==> config.mk <==
export PLATFORM = sky130hd
export DESIGN_NAME = prc_queue
export DESIGN_NICKNAME = d
export VERILOG_FILES = /design/src/design/prc_pkg.sv /design/src/design/prc_queue.sv
export SDC_FILE = /design/constraint.sdc
export NUM_CORES = 1
export LEC_CHECK = 0
export ABC_AREA = 1
export ABC_CLOCK_PERIOD_IN_PS = 4600
export BUFFER_PORTS_ARGS = -buffer_cell sky130_fd_sc_hd__buf_2
export CAP_MARGIN = 10
export CORE_ASPECT_RATIO = 2
export CORE_MARGIN = 3
export CORE_UTILIZATION = 25
export DETAILED_ROUTE_END_ITERATION = 12
export PLACE_DENSITY = 0.43
export RECOVER_POWER = 100
export SLEW_MARGIN = 20
export SYNTH_ARGS = -nofsm -noshare
export SYNTH_HDL_FRONTEND = slang
export SYNTH_SLANG_ARGS = --single-unit
export TNS_END_PERCENT = 1
==> constraint.sdc <==
create_clock -name clk -period 4.6 [get_ports clk]
set_clock_uncertainty 0.05 [all_clocks]
set_input_delay 0.69 -clock clk [delete_from_list [all_inputs] [get_ports clk]]
set_output_delay 0.69 -clock clk [all_outputs]
set_load 0.01 [all_outputs]
==> src/design/prc_pkg.sv <==
package prc_pkg;

  // Request codes on req_type
  localparam logic [1:0] REQ_BYTE    = 2'd0;
  localparam logic [1:0] REQ_COLLECT = 2'd1;
  localparam logic [1:0] REQ_CLEAR   = 2'd2;

  // Result status codes
  localparam logic [1:0] ST_OK         = 2'd0;
  localparam logic [1:0] ST_INCOMPLETE = 2'd1;
  localparam logic [1:0] ST_MISMATCH   = 2'd2;
  localparam logic [1:0] ST_SHORT      = 2'd3;

  localparam logic [31:0] CRC_INIT = 32'hFFFF_FFFF;
  localparam logic [31:0] CRC_POLY = 32'hEDB8_8320;

  localparam int QUEUE_DEPTH = 4;
  localparam int QPTR_W      = $clog2(QUEUE_DEPTH);

  typedef enum logic [1:0] {
    CMD_WRITE,
    CMD_COLLECT,
    CMD_CLEAR
  } cmd_op_t;

  typedef struct packed {
    cmd_op_t     op;
    logic [3:0]  slot;
    logic [4:0]  total;
    logic [7:0]  data;
    logic        first;
  } cmd_t;

  // One byte of reflected CRC-32
  function automatic logic [31:0] crc32_byte(input logic [31:0] crc_in,
                                             input logic [7:0] data);
    logic [31:0] c;
    c = crc_in ^ {24'd0, data};
    for (int b = 0; b < 8; b++) begin
      c = c[0] ? ((c >> 1) ^ CRC_POLY) : (c >> 1);
    end
    return c;
  endfunction

endpackage

==> src/design/prc_queue.sv <==
module prc_queue import prc_pkg::*; (
  input  logic clk,
  input  logic rst,
  input  logic push,
  input  cmd_t push_cmd,
  input  logic pop,
  output cmd_t pop_cmd,
  output logic full,
  output logic empty
);

  cmd_t              entries [QUEUE_DEPTH];
  logic [QPTR_W-1:0] wr_ptr;
  logic [QPTR_W-1:0] rd_ptr;
  logic [QPTR_W:0]   count;
  logic              do_push;
  logic              do_pop;

  assign full    = (count == (QPTR_W + 1)'(QUEUE_DEPTH));
  assign empty   = (count == '0);
  assign do_push = push && !full;
  assign do_pop  = pop && !empty;
  assign pop_cmd = entries[rd_ptr];

  always_ff @(posedge clk) begin
    if (do_push) begin
      entries[wr_ptr] <= push_cmd;
    end
  end

  always_ff @(posedge clk) begin
    if (rst) begin
      wr_ptr <= '0;
      rd_ptr <= '0;
      count  <= '0;
    end else begin
      if (do_push) begin
        wr_ptr <= wr_ptr + QPTR_W'(1);
      end
      if (do_pop) begin
        rd_ptr <= rd_ptr + QPTR_W'(1);
      end
      if (do_push && !do_pop) begin
        count <= count + (QPTR_W + 1)'(1);
      end else if (do_pop && !do_push) begin
        count <= count - (QPTR_W + 1)'(1);
      end
    end
  end

endmodule

==> results of run 1 <==
-- worst reg2reg max path, cell delays in order (launching register included) --
cell and delay, ps:
dfxtp_1 400, nor2_1 80, nand2_1 130, nand2_1 150, nor2_1 760, clkbuf_1 680
-- where the power goes --
part / internal, mW / switching [mW] / total, mW
sequential: 0.988 / 0.0768 / 1.06
clock: 0.451 / 0.278 / 0.729
combinational: 0.178 / 0.329 / 0.507
-- per-stage QoR --
step | hold WS [ps] | total power [mW] | area (um2)
3_5_place_dp | 437.2 | 1.637 | 3844
3_3_place_gp | 442.5 | 1.627 | 3844
6_report | 448.7 | 2.300 | 4085
4_1_cts | 446.5 | 2.375 | 4145
5_1_grt | 497.4 | 2.460 | 4085
2_1_floorplan | 408.7 | 1.407 | 3438
-- flip-flops by register name, summed over array words and instances, names as in the netlist, named ones only --
register / cells
rd_ptr: 2
entries: 80
wr_ptr: 2
count: 3
-- area by class of cell --
| type | count | area share |
|---|---|---|
| sequential | 89 | 0.6325 |
| clock buffer | 14 | 0.06462 |
| tap | 155 | 0.04747 |
| inverter | 18 | 0.01654 |
| multi-input combinational | 145 | 0.1776 |
| timing repair buffer | 49 | 0.05207 |
| clock inverter | 2 | 0.009188 |
-- synthesized netlist by cell type --
cell      number
a21oi_1        3
buf_2          8
clkbuf_1       4
dfxtp_1        9
edfxtp_1      80
fa_1           1
ha_1           5
inv_1         16
inv_2          2
nand2_1       12
nand2_2        3
nand3_1        4
nand3b_1       1
nor2_1        53
nor2_2         1
o21ai_0        1
o21ai_1       40
o22ai_1       20
xor2_1         1
-- per-layer routing --
layer  global-route usage  part of all wire  up-vias
li1                     -                 -     1039
met1               0.1154              0.39     1035
met5                    0                 0        -
met4              0.04737             0.020        0
met2               0.1854              0.53       42
met3              0.03863             0.060        8
-- worst max path at each step --
stage / endpoint / slack [ps] / cells after the start
final: pop_cmd[16] / 1160 / 4
after global routing: pop_cmd[16] / 810 / 4
after CTS: pop_cmd[3] / 1460 / 4
after detailed placement: pop_cmd[3] / 1850 / 4
after global placement: pop_cmd[16] / 1860 / 4
after floorplan: entries[0][0]$_DFFE_PP_ / 2520 / 2
-- logic make-up (layout without fill, tap and decap cells) --
| kind of cell | count (synthesis) | in the layout | share of synthesized area |
|---|---|---|---|
| fa+ha+maj | 6 | 6 | 0.02402 |
| buf+inv | 30 | 83 | 0.03566 |
| simple gates | 74 | 74 | 0.08625 |
| flops | 89 | 89 | 0.7511 |
| compound gates | 64 | 64 | 0.1004 |
| xor+xnor | 1 | 1 | 0.002548 |
==> results.tsv, run 1 <==
stage	metric	value	unit
setup_path	critPathLaunchType	flip-flop	
synth	yosysTopAreaCell	edfxtp_1	
drt	drtIter0Drc	102	
pwr	p_leak	1.423	nW
placement	dp_hpwl	4741	um
timing	slew_headroom	0.02729	
timing	finalHoldViolCount	0	
grt	grt_util_all_layers	0.1075	
floorplan	start_util	0.2559	
placement	dpl.cell_count	456	
timing	slew_violations	0	
setup_path	rrSetupSlack	1970	ps
cells_and_area	mostFrequentLayoutCell	edfxtp_1	
synth	synth-seq-cells	89	
timing	fmax	0.2911	GHz
setup_path	cp_num_buf_inv	2	
timing	finalSetupViolCount	0	
clocking	clock-root-buffer	clkbuf_16	
grt	grt_max_degree	42	
pwr	power.density	563.1	mW/mm2
synth	yosysSeqAreaShare	0.7511	
synth	synth_nets	294	
setup_path	required	3860	ps
drt	wl_per_cell	15.76	um
floorplan	die_w	88.93	um
placement	portBuffers	45	
timing	fin_ws	1165	ps
timing	tightest_slew	1459	ps
setup_path	r2r_start	count[0]$_SDFFE_PP0P_	
run_status	outcome	completed	
synth	ys_top_cells_by_area	edfxtp_1 70%, o21ai_1 5.8%, nor2_1 5.8%	
clocking	clock-sinks	89	
cells_and_area	drive_above_1_share	0.1199	
setup_path	cp_slowest_stage_delay	870	ps
synth	synth_area_per_cell	13.02	um2
placement	pre_cts_ws	1849	ps
setup_path	end_kind	output pin	
clocking	cts_resized	0	
cells_and_area	n_antenna_cell	0	
clocking	insertion_delay	330	ps
cells_and_area	synthToLayoutAreaGrowth	18.81	%
grt	grt_pass1_wl	11990	um
setup_path	reg2reg_depth	5	
synth	synth_top_area_frac	0.6987	
cells_and_area	regArea	0.002584	mm2
clocking	clk_pin_slew_worst_paths	60	ps
setup_path	setup.worst_path.class	reg2out	
worst_hold_path	hp-start	rd_ptr[0]$_SDFFE_PP0P_	
synth	synth_cell_types	19	
synth	ys.warnings.count	0	
clocking	cts_max_path_buffers	2	
worst_hold_path	min_path_cells	2	
synth	synth_cells	264	
floorplan	fp.dieH	171.9	um
cells_and_area	nNetsFinal	342	
clocking	cts-buffers-inserted	9	
cells_and_area	fin_cells	472	
clocking	post_cts_buffers	0	
setup_path	crit_family	buffers and inverters	
grt	grt_pass1_vias	2246	
timing	fin_tns_setup	0	ps
drt	finalWirelength	7439	um
setup_path	crit_fanout	41	
drt	drc_errors	0	
setup_path	crit_path_cell_trace	inv_1 -> o21ai_0 -> o22ai_1 -> buf_2	
drt	vias_per_cell	4.500	
drt	ant_nets	0	
floorplan	coreArea	0.01344	mm2
timing	rsz0062_at_grt	no	
floorplan	rows	60	
timing	min_period	3435	ps
cells_and_area	nFillCells	1365	
timing	period_share	0.7468	
placement	gp_congestion	0.7181	
floorplan	ios	46	
clocking	hold_buffers	0	
flow_run	max_cap_viol_count	0	
setup_path	worstPathArrival	2700	ps
cells_and_area	layout_common_cells	80 x edfxtp_1, 53 x nor2_1, 29 x clkbuf_1, 23 x buf_2, 22 x o21ai_1	
drt	via_count	2124	
grt	overflow	0	
grt	antenna_found_initial	0	
worst_hold_path	hold_class	reg2reg	
clocking	cts_tree	done	
cells_and_area	final_core_util	0.3040	
pwr	ir_worst_vdd	0.2066	mV
synth	synth_area	0.003438	mm2
drt	drtPass1Iterations	4	
cells_and_area	multi_input_area	725.7	um2
clocking	cts_max_level	3	
setup_path	slowest_stage	dfxtp_2	
floorplan	dieArea	0.01528	mm2
setup_path	timing.rr.end	entries[0][10]$_DFFE_PP_	
(Power assumes the default switching activity.)
==> run 2, diff against run 1 <==
--- a/config.mk
+++ b/config.mk
@@ -5,8 +5,8 @@
 export SDC_FILE = /design/constraint.sdc
 export NUM_CORES = 1
 export LEC_CHECK = 0
-export ABC_AREA = 1
-export ABC_CLOCK_PERIOD_IN_PS = 4600
+export ABC_AREA = 0
+export ABC_CLOCK_PERIOD_IN_PS = 3500
 export BUFFER_PORTS_ARGS = -buffer_cell sky130_fd_sc_hd__buf_2
 export CAP_MARGIN = 10
 export CORE_ASPECT_RATIO = 2
==> constraint.sdc (replaced) <==
create_clock -name clk -period 3.5 [get_ports clk]
set_clock_uncertainty 0.05 [all_clocks]
set_input_delay 0.525 -clock clk [delete_from_list [all_inputs] [get_ports clk]]
set_output_delay 0.525 -clock clk [all_outputs]
set_load 0.01 [all_outputs]
==> results.tsv, run 2 <==
stage	metric	value	unit	change
setup_path	crit_fanout	20		was 41
synth	yosysTopAreaCell	edfxtp_1		unchanged
timing	tightest_slew	1414	ps	was 1459 ps
setup_path	rrSetupSlack	920	ps	was 1970 ps
timing	slew_headroom	0.05729		was 0.02729
synth	yosysSeqAreaShare	0.7696		was 0.7511
pwr	power.density	720.7	mW/mm2	was 563.1 mW/mm2
floorplan	fp.dieH	169.8	um	was 171.9 um
clocking	cts_max_level	3		unchanged
synth	synth_commonest_cells	80 x edfxtp_1, 20 x mux4_2, 9 x dfxtp_1		was 80 x edfxtp_1, 53 x nor2_1, 40 x o21ai_1
synth	ys_top_cells_by_area	edfxtp_1 72%, mux4_2 13%, dfxtp_1 5.4%		was edfxtp_1 70%, o21ai_1 5.8%, nor2_1 5.8%
synth	yosys.cell_count.top_type	edfxtp_1		unchanged
cells_and_area	mostFrequentLayoutCell	edfxtp_1		unchanged
timing	fmax	0.3880	GHz	
setup_path	slowest_stage	clkbuf_1		was dfxtp_2
grt	antenna_found_initial	0		unchanged
setup_path	worstPathArrival	2460	ps	was 2700 ps
setup_path	critPathLaunchType	flip-flop		unchanged
cells_and_area	nNetsFinal	238		was 342
cells_and_area	layout_common_cells	80 x edfxtp_1, 47 x clkbuf_1, 20 x mux4_2, 9 x clkbuf_16, 8 x dfxtp_1		was 80 x edfxtp_1, 53 x nor2_1, 29 x clkbuf_1, 23 x buf_2, 22 x o21ai_1
drt	wl_per_cell	16.94	um	was 15.76 um
floorplan	dieArea	0.01493	mm2	was 0.01528 mm2
drt	drtIter0Drc	64		was 102
clocking	insertion_delay	330	ps	about the same
flow_run	max_cap_viol_count	0		unchanged
timing	slew_violations	0		unchanged
cells_and_area	multi_input_area	709.4	um2	was 725.7 um2
placement	pre_cts_ws	1212	ps	was 1849 ps
cells_and_area	drive_above_1_share	0.1840		was 0.1199
grt	grt_pass1_vias	1706		was 2246
synth	synth_top_area_frac	0.7159		was 0.6987
cells_and_area	largest_reg_flops	80		unchanged
synth	synth_simple_gate_area_share	0.02759		was 0.08624
cells_and_area	regMostFlops	entries		unchanged
synth	synth-xor-area-share	0.01044		was 0.002547
drt	ant_nets	0		unchanged
synth	synth_top_family_by_area	multiplexers		was compound AO/OA/AOI/OAI gates
synth	synth-compound-area-share	0.01230		was 0.1004
timing	fin_ws	923.0	ps	was 1165 ps
timing	rsz0062_at_grt	no		unchanged
floorplan	coreArea	0.01307	mm2	was 0.01344 mm2
clocking	clock-sinks	89		unchanged
synth	synth_cells	152		was 264
synth	synth_area_per_cell	22.08	um2	was 13.02 um2
synth	synth-edff-count	80		unchanged
synth	synth-seq-cells	89		unchanged
drt	finalWirelength	6167	um	was 7439 um
placement	gp_congestion	0.7114		was 0.7181
pwr	p_leak	1.256	nW	was 1.423 nW
worst_hold_path	min_path_cells	1		was 2
cells_and_area	final_core_util	0.3040		about the same
grt	grt_util_all_layers	0.08931		was 0.1075
synth	synth_area	0.003356	mm2	was 0.003438 mm2
clocking	cts_resized	0		unchanged
timing	min_period	2577	ps	
clocking	post_cts_buffers	0		unchanged
worst_hold_path	hold_class	in2reg		was reg2reg
run_status	outcome	completed		unchanged
timing	finalHoldViolCount	0		unchanged
timing	fin_tns_setup	0	ps	unchanged
cells_and_area	top_regs	entries (80), count (3)		unchanged
grt	overflow	0		unchanged
setup_path	reg2reg_depth	4		was 5
synth	yosys-mux-area-fraction	0.1402		was 0
grt	grt_pass1_wl	9570	um	was 11990 um
clocking	cts_tree	done		unchanged
cells_and_area	regArea	0.002584	mm2	unchanged
cells_and_area	fin_area	0.003973	mm2	was 0.004085 mm2
setup_path	cp_slowest_stage_delay	1030	ps	was 870 ps
synth	ys.warnings.count	0		unchanged
drt	vias_per_cell	4.338		was 4.500
synth	synth-async-reset-ratio	0		unchanged
setup_path	setup.worst_path.class	reg2reg		was reg2out
timing	period_share	0.7363		
placement	portBuffers	45		unchanged
floorplan	ios	46		unchanged
setup_path	required	3380	ps	was 3860 ps
drt	drc_errors	0		unchanged
floorplan	rows	59		was 60
synth	synth_fa_ha_area_frac	0.02461		was 0.02402
clocking	hold_buffers	0		unchanged
grt	grt_max_degree	21		was 42
clocking	clock-root-buffer	clkbuf_16		unchanged
placement	dp_hpwl	3867	um	was 4741 um
cells_and_area	nFillCells	1300		was 1365
synth	synth_nets	182		was 294
timing	finalSetupViolCount	0		unchanged
clocking	clk_pin_slew_worst_paths	60	ps	about the same
floorplan	start_util	0.2568		was 0.2559
setup_path	end_kind	flip-flop		was output pin
clocking	cts-buffers-inserted	9		unchanged
drt	via_count	1579		was 2124
drt	drtPass1Iterations	4		unchanged
clocking	cts_max_path_buffers	2		unchanged
setup_path	crit_path_cell_trace	nor3b_1 -> nor2_1 -> and2_0 -> clkbuf_1		was inv_1 -> o21ai_0 -> o22ai_1 -> buf_2
floorplan	die_w	87.93	um	was 88.93 um
synth	synth_cell_types	22		was 19
synth	synth-main-ff-cell	edfxtp_1		unchanged
placement	placed_area	0.003774	mm2	was 0.003844 mm2
cells_and_area	synthToLayoutAreaGrowth	18.38	%	was 18.81%
cells_and_area	n_antenna_cell	0		unchanged
pwr	ir_worst_vdd	0.2882	mV	was 0.2066 mV
run 2: cell count changes in the layout (fill, tap and decap cells not counted), moves of 17 or more:
| cell | before | now |
|---|---|---|
| o21ai_1 | 22 | 0 |
| o21ai_0 | 19 | 2 |
| nor2_1 | 53 | 6 |
| mux4_2 | 0 | 20 |
| o22ai_1 | 20 | 0 |
| clkbuf_1 | 29 | 47 |
| buf_2 | 23 | 4 |
run 2: final cells by class:
class / count / area share
clock buffers: 11 / 0.05858
multi-input cells: 54 / 0.1786
well taps: 152 / 0.04787
inverters: 4 / 0.003780
clock inverters: 4 / 0.01134
repair buffers: 50 / 0.04945
flip-flops and latches: 89 / 0.6504
run 2: worst max-delay path: cells and delay by family, from the launching register on:
| kind | cells | cell delay, ps |
|---|---|---|
| buf+inv | 1 | 1030 |
| simple gates | 3 | 640 |
| flops | 1 | 460 |
run 2: cells by family (layout without fill, tap and decap cells):
family	Yosys count	after routing
AND/OR/NAND/NOR	16	16
buffers and inverters	9	69
multiplexers	22	22
flip-flops	89	89
XOR/XNOR	4	4
adder cells (fa/ha/maj)	6	6
AO/OA/AOI/OAI	6	6
run 2: final timing paths:
check	endpoint	startpoint
setup / recovery	entries[0][6]$_DFFE_PP_	count[0]$_SDFFE_PP0P_
hold / removal	entries[1][18]$_DFFE_PP_	push_cmd[18]
setup reg to reg	entries[0][6]$_DFFE_PP_	count[0]$_SDFFE_PP0P_
hold reg to reg	wr_ptr[1]$_SDFFE_PP0P_	wr_ptr[1]$_SDFFE_PP0P_
run 2: report_power, final:
group	switching, mW	total (mW)	internal, mW
Sequential	0.107	1.39	1.29
Combinational	0.285	0.566	0.282
Clock	0.356	0.901	0.545
run 2: per-layer routing:
layer,vias to the layer above,GRT usage,part of all wire
met5,-,0,0
met4,0,0.04810,0.024
met3,8,0.02762,0.054
met2,43,0.1508,0.54
met1,802,0.09795,0.38
li1,726,-,-
run 2: metrics by stage:
step           hold slack, ps  power [mW]  cells
5_1_grt                 414.6       3.031    364
3_3_place_gp            456.9       2.052    349
6_report                406.6       2.863    364
2_1_floorplan           431.8       1.820    152
3_5_place_dp            460.4       2.051    349
4_1_cts                 344.9       2.969    364
==> run 3, diff against run 2 <==
--- a/config.mk
+++ b/config.mk
@@ -6,7 +6,7 @@
 export NUM_CORES = 1
 export LEC_CHECK = 0
 export ABC_AREA = 0
-export ABC_CLOCK_PERIOD_IN_PS = 3500
+export ABC_CLOCK_PERIOD_IN_PS = 2390
 export BUFFER_PORTS_ARGS = -buffer_cell sky130_fd_sc_hd__buf_2
 export CAP_MARGIN = 10
 export CORE_ASPECT_RATIO = 2
==> constraint.sdc (replaced) <==
create_clock -name clk -period 2.39 [get_ports clk]
set_clock_uncertainty 0.05 [all_clocks]
set_input_delay 0.3585 -clock clk [delete_from_list [all_inputs] [get_ports clk]]
set_output_delay 0.3585 -clock clk [all_outputs]
set_load 0.01 [all_outputs]
==> results.tsv, run 3 (synthesis gave the netlist of run 2 again) <==
stage	metric	value	unit	change
placement	portBuffers	45		unchanged
grt	grt_util_all_layers	0.09139		was 0.08931
floorplan	coreArea	0.01307	mm2	unchanged
cells_and_area	n_antenna_cell	0		unchanged
cells_and_area	fin_cells	367		was 364
placement	dp_hpwl	4024	um	was 3867 um
setup_path	end_kind	output pin		was flip-flop
clocking	cts_max_path_buffers	2		unchanged
pwr	power.density	1071	mW/mm2	was 720.7 mW/mm2
drt	vias_per_cell	4.253		was 4.338
cells_and_area	final_core_util	0.3094		was 0.3040
placement	dpl.cell_count	351		was 349
worst_hold_path	hold_class	in2reg		unchanged
timing	fin_tns_setup	0	ps	unchanged
cells_and_area	top_regs	entries (80), count (3)		unchanged
timing	fin_ws	224.5	ps	was 923.0 ps
placement	placed_area	0.003801	mm2	was 0.003774 mm2
clocking	post_cts_buffers	0		unchanged
cells_and_area	regMostFlops	entries		unchanged
drt	ant_nets	0		unchanged
clocking	cts_resized	0		unchanged
pwr	p_leak	1.290	nW	was 1.256 nW
clocking	cts-buffers-inserted	9		unchanged
timing	tightest_slew	641.6	ps	was 1414 ps
timing	fmax	0.4618	GHz	
clocking	clock-sinks	89		unchanged
setup_path	setup.worst_path.class	reg2out		was reg2reg
timing	period_share	0.9061		
drt	wl_per_cell	17.20	um	was 16.94 um
grt	grt_pass1_vias	1720		was 1706
clocking	clock-root-buffer	clkbuf_16		unchanged
cells_and_area	largest_reg_flops	80		unchanged
floorplan	ios	46		unchanged
setup_path	required	1980	ps	was 3380 ps
floorplan	rows	59		unchanged
drt	via_count	1561		was 1579
grt	antenna_found_initial	0		unchanged
pwr	p_total	4.330	mW	was 2.863 mW
drt	drtIter0Drc	81		was 64
pwr	ir_worst_vdd	0.3188	mV	was 0.2882 mV
timing	holdWs	234.1	ps	was 406.6 ps
floorplan	start_util	0.2568		unchanged
timing	slew_violations	0		unchanged
clocking	clk_pin_slew_worst_paths	70	ps	was 60 ps
floorplan	fp.dieH	169.8	um	unchanged
flow_run	max_cap_viol_count	0		unchanged
placement	gp_congestion	0.6134		was 0.7114
drt	drc_errors	0		unchanged
clocking	hold_buffers	0		unchanged
cells_and_area	synthToLayoutAreaGrowth	20.47	%	was 18.38%
floorplan	die_w	87.93	um	unchanged
run_status	outcome	completed		unchanged
setup_path	crit_fanout	13		was 20
clocking	cts_tree	done		unchanged
timing	finalHoldViolCount	0		unchanged
clocking	cts_max_level	3		unchanged
floorplan	dieArea	0.01493	mm2	unchanged
timing	rsz0062_at_grt	no		unchanged
timing	min_period	2166	ps	
setup_path	worstPathArrival	1760	ps	was 2460 ps
drt	finalWirelength	6312	um	was 6167 um
cells_and_area	mostFrequentLayoutCell	edfxtp_1		unchanged
timing	slew_headroom	0.5723		was 0.05729
placement	pre_cts_ws	274.5	ps	was 1212 ps
cells_and_area	drive_above_1_share	0.2326		was 0.1840
clocking	insertion_delay	330	ps	about the same
drt	drtPass1Iterations	4		unchanged
setup_path	critPathLaunchType	flip-flop		unchanged
cells_and_area	nNetsFinal	240		was 238
cells_and_area	fin_area	0.004043	mm2	was 0.003973 mm2
grt	overflow	0		unchanged
timing	finalSetupViolCount	0		unchanged
cells_and_area	layout_common_cells	80 x edfxtp_1, 41 x clkbuf_1, 20 x mux4_2, 9 x clkbuf_16, 8 x dfxtp_1		was 80 x edfxtp_1, 47 x clkbuf_1, 20 x mux4_2, 9 x clkbuf_16, 8 x dfxtp_1
grt	grt_pass1_wl	9687	um	was 9570 um
grt	grt_max_degree	21		unchanged
run 3: cell types whose count changed in the layout (fill, tap and decap cells not counted), moves of 2 or more:
cell and delta:
clkinv_4 +2, buf_4 +3, clkinv_2 -2, inv_6 +2, clkbuf_1 -6
run 3: per-layer routing:
metal	vias to the layer above	wire (um)	GRT usage
met1	789	2347	0.09477
met3	5	303	0.02762
li1	728	-	-
met2	39	3571	0.1620
met4	0	89	0.04609
met5	-	0	0
run 3: final cells by class:
cell class / count / area, um2
tap: 152 / 190.2
clock buffer: 9 / 225.2
timing repair buffer: 52 / 234.0
fill: 1280 / 9024
inverter: 4 / 15.01
sequential: 89 / 2584
clock inverter: 7 / 77.57
multi-input combinational: 54 / 716.9
run 3: final timing paths:
check	start	endpoint	slack [ps]	cells past startpoint
worst min register to register	wr_ptr[1]$_SDFFE_PP0P_	wr_ptr[1]$_SDFFE_PP0P_	460	2
worst max-delay path	flip-flop	pop_cmd[14]	220	3
worst max register to register	count[0]$_SDFFE_PP0P_	count[2]$_SDFFE_PP0P_	280	8
worst min-delay path	push_cmd[15]	entries[1][15]$_DFFE_PP_	230	1
run 3: critical path, stage by stage, from the launching register on:
cell	delay (ps)
dfxtp_2	520
buf_12	220
mux4_2	530
clkbuf_1	140
run 3: report_power, final:
group | switching (mW) | internal (mW) | leakage, nW
Combinational | 0.483 | 0.456 | 0.336
Clock | 0.586 | 0.819 | 0.146
Sequential | 0.106 | 1.88 | 0.808
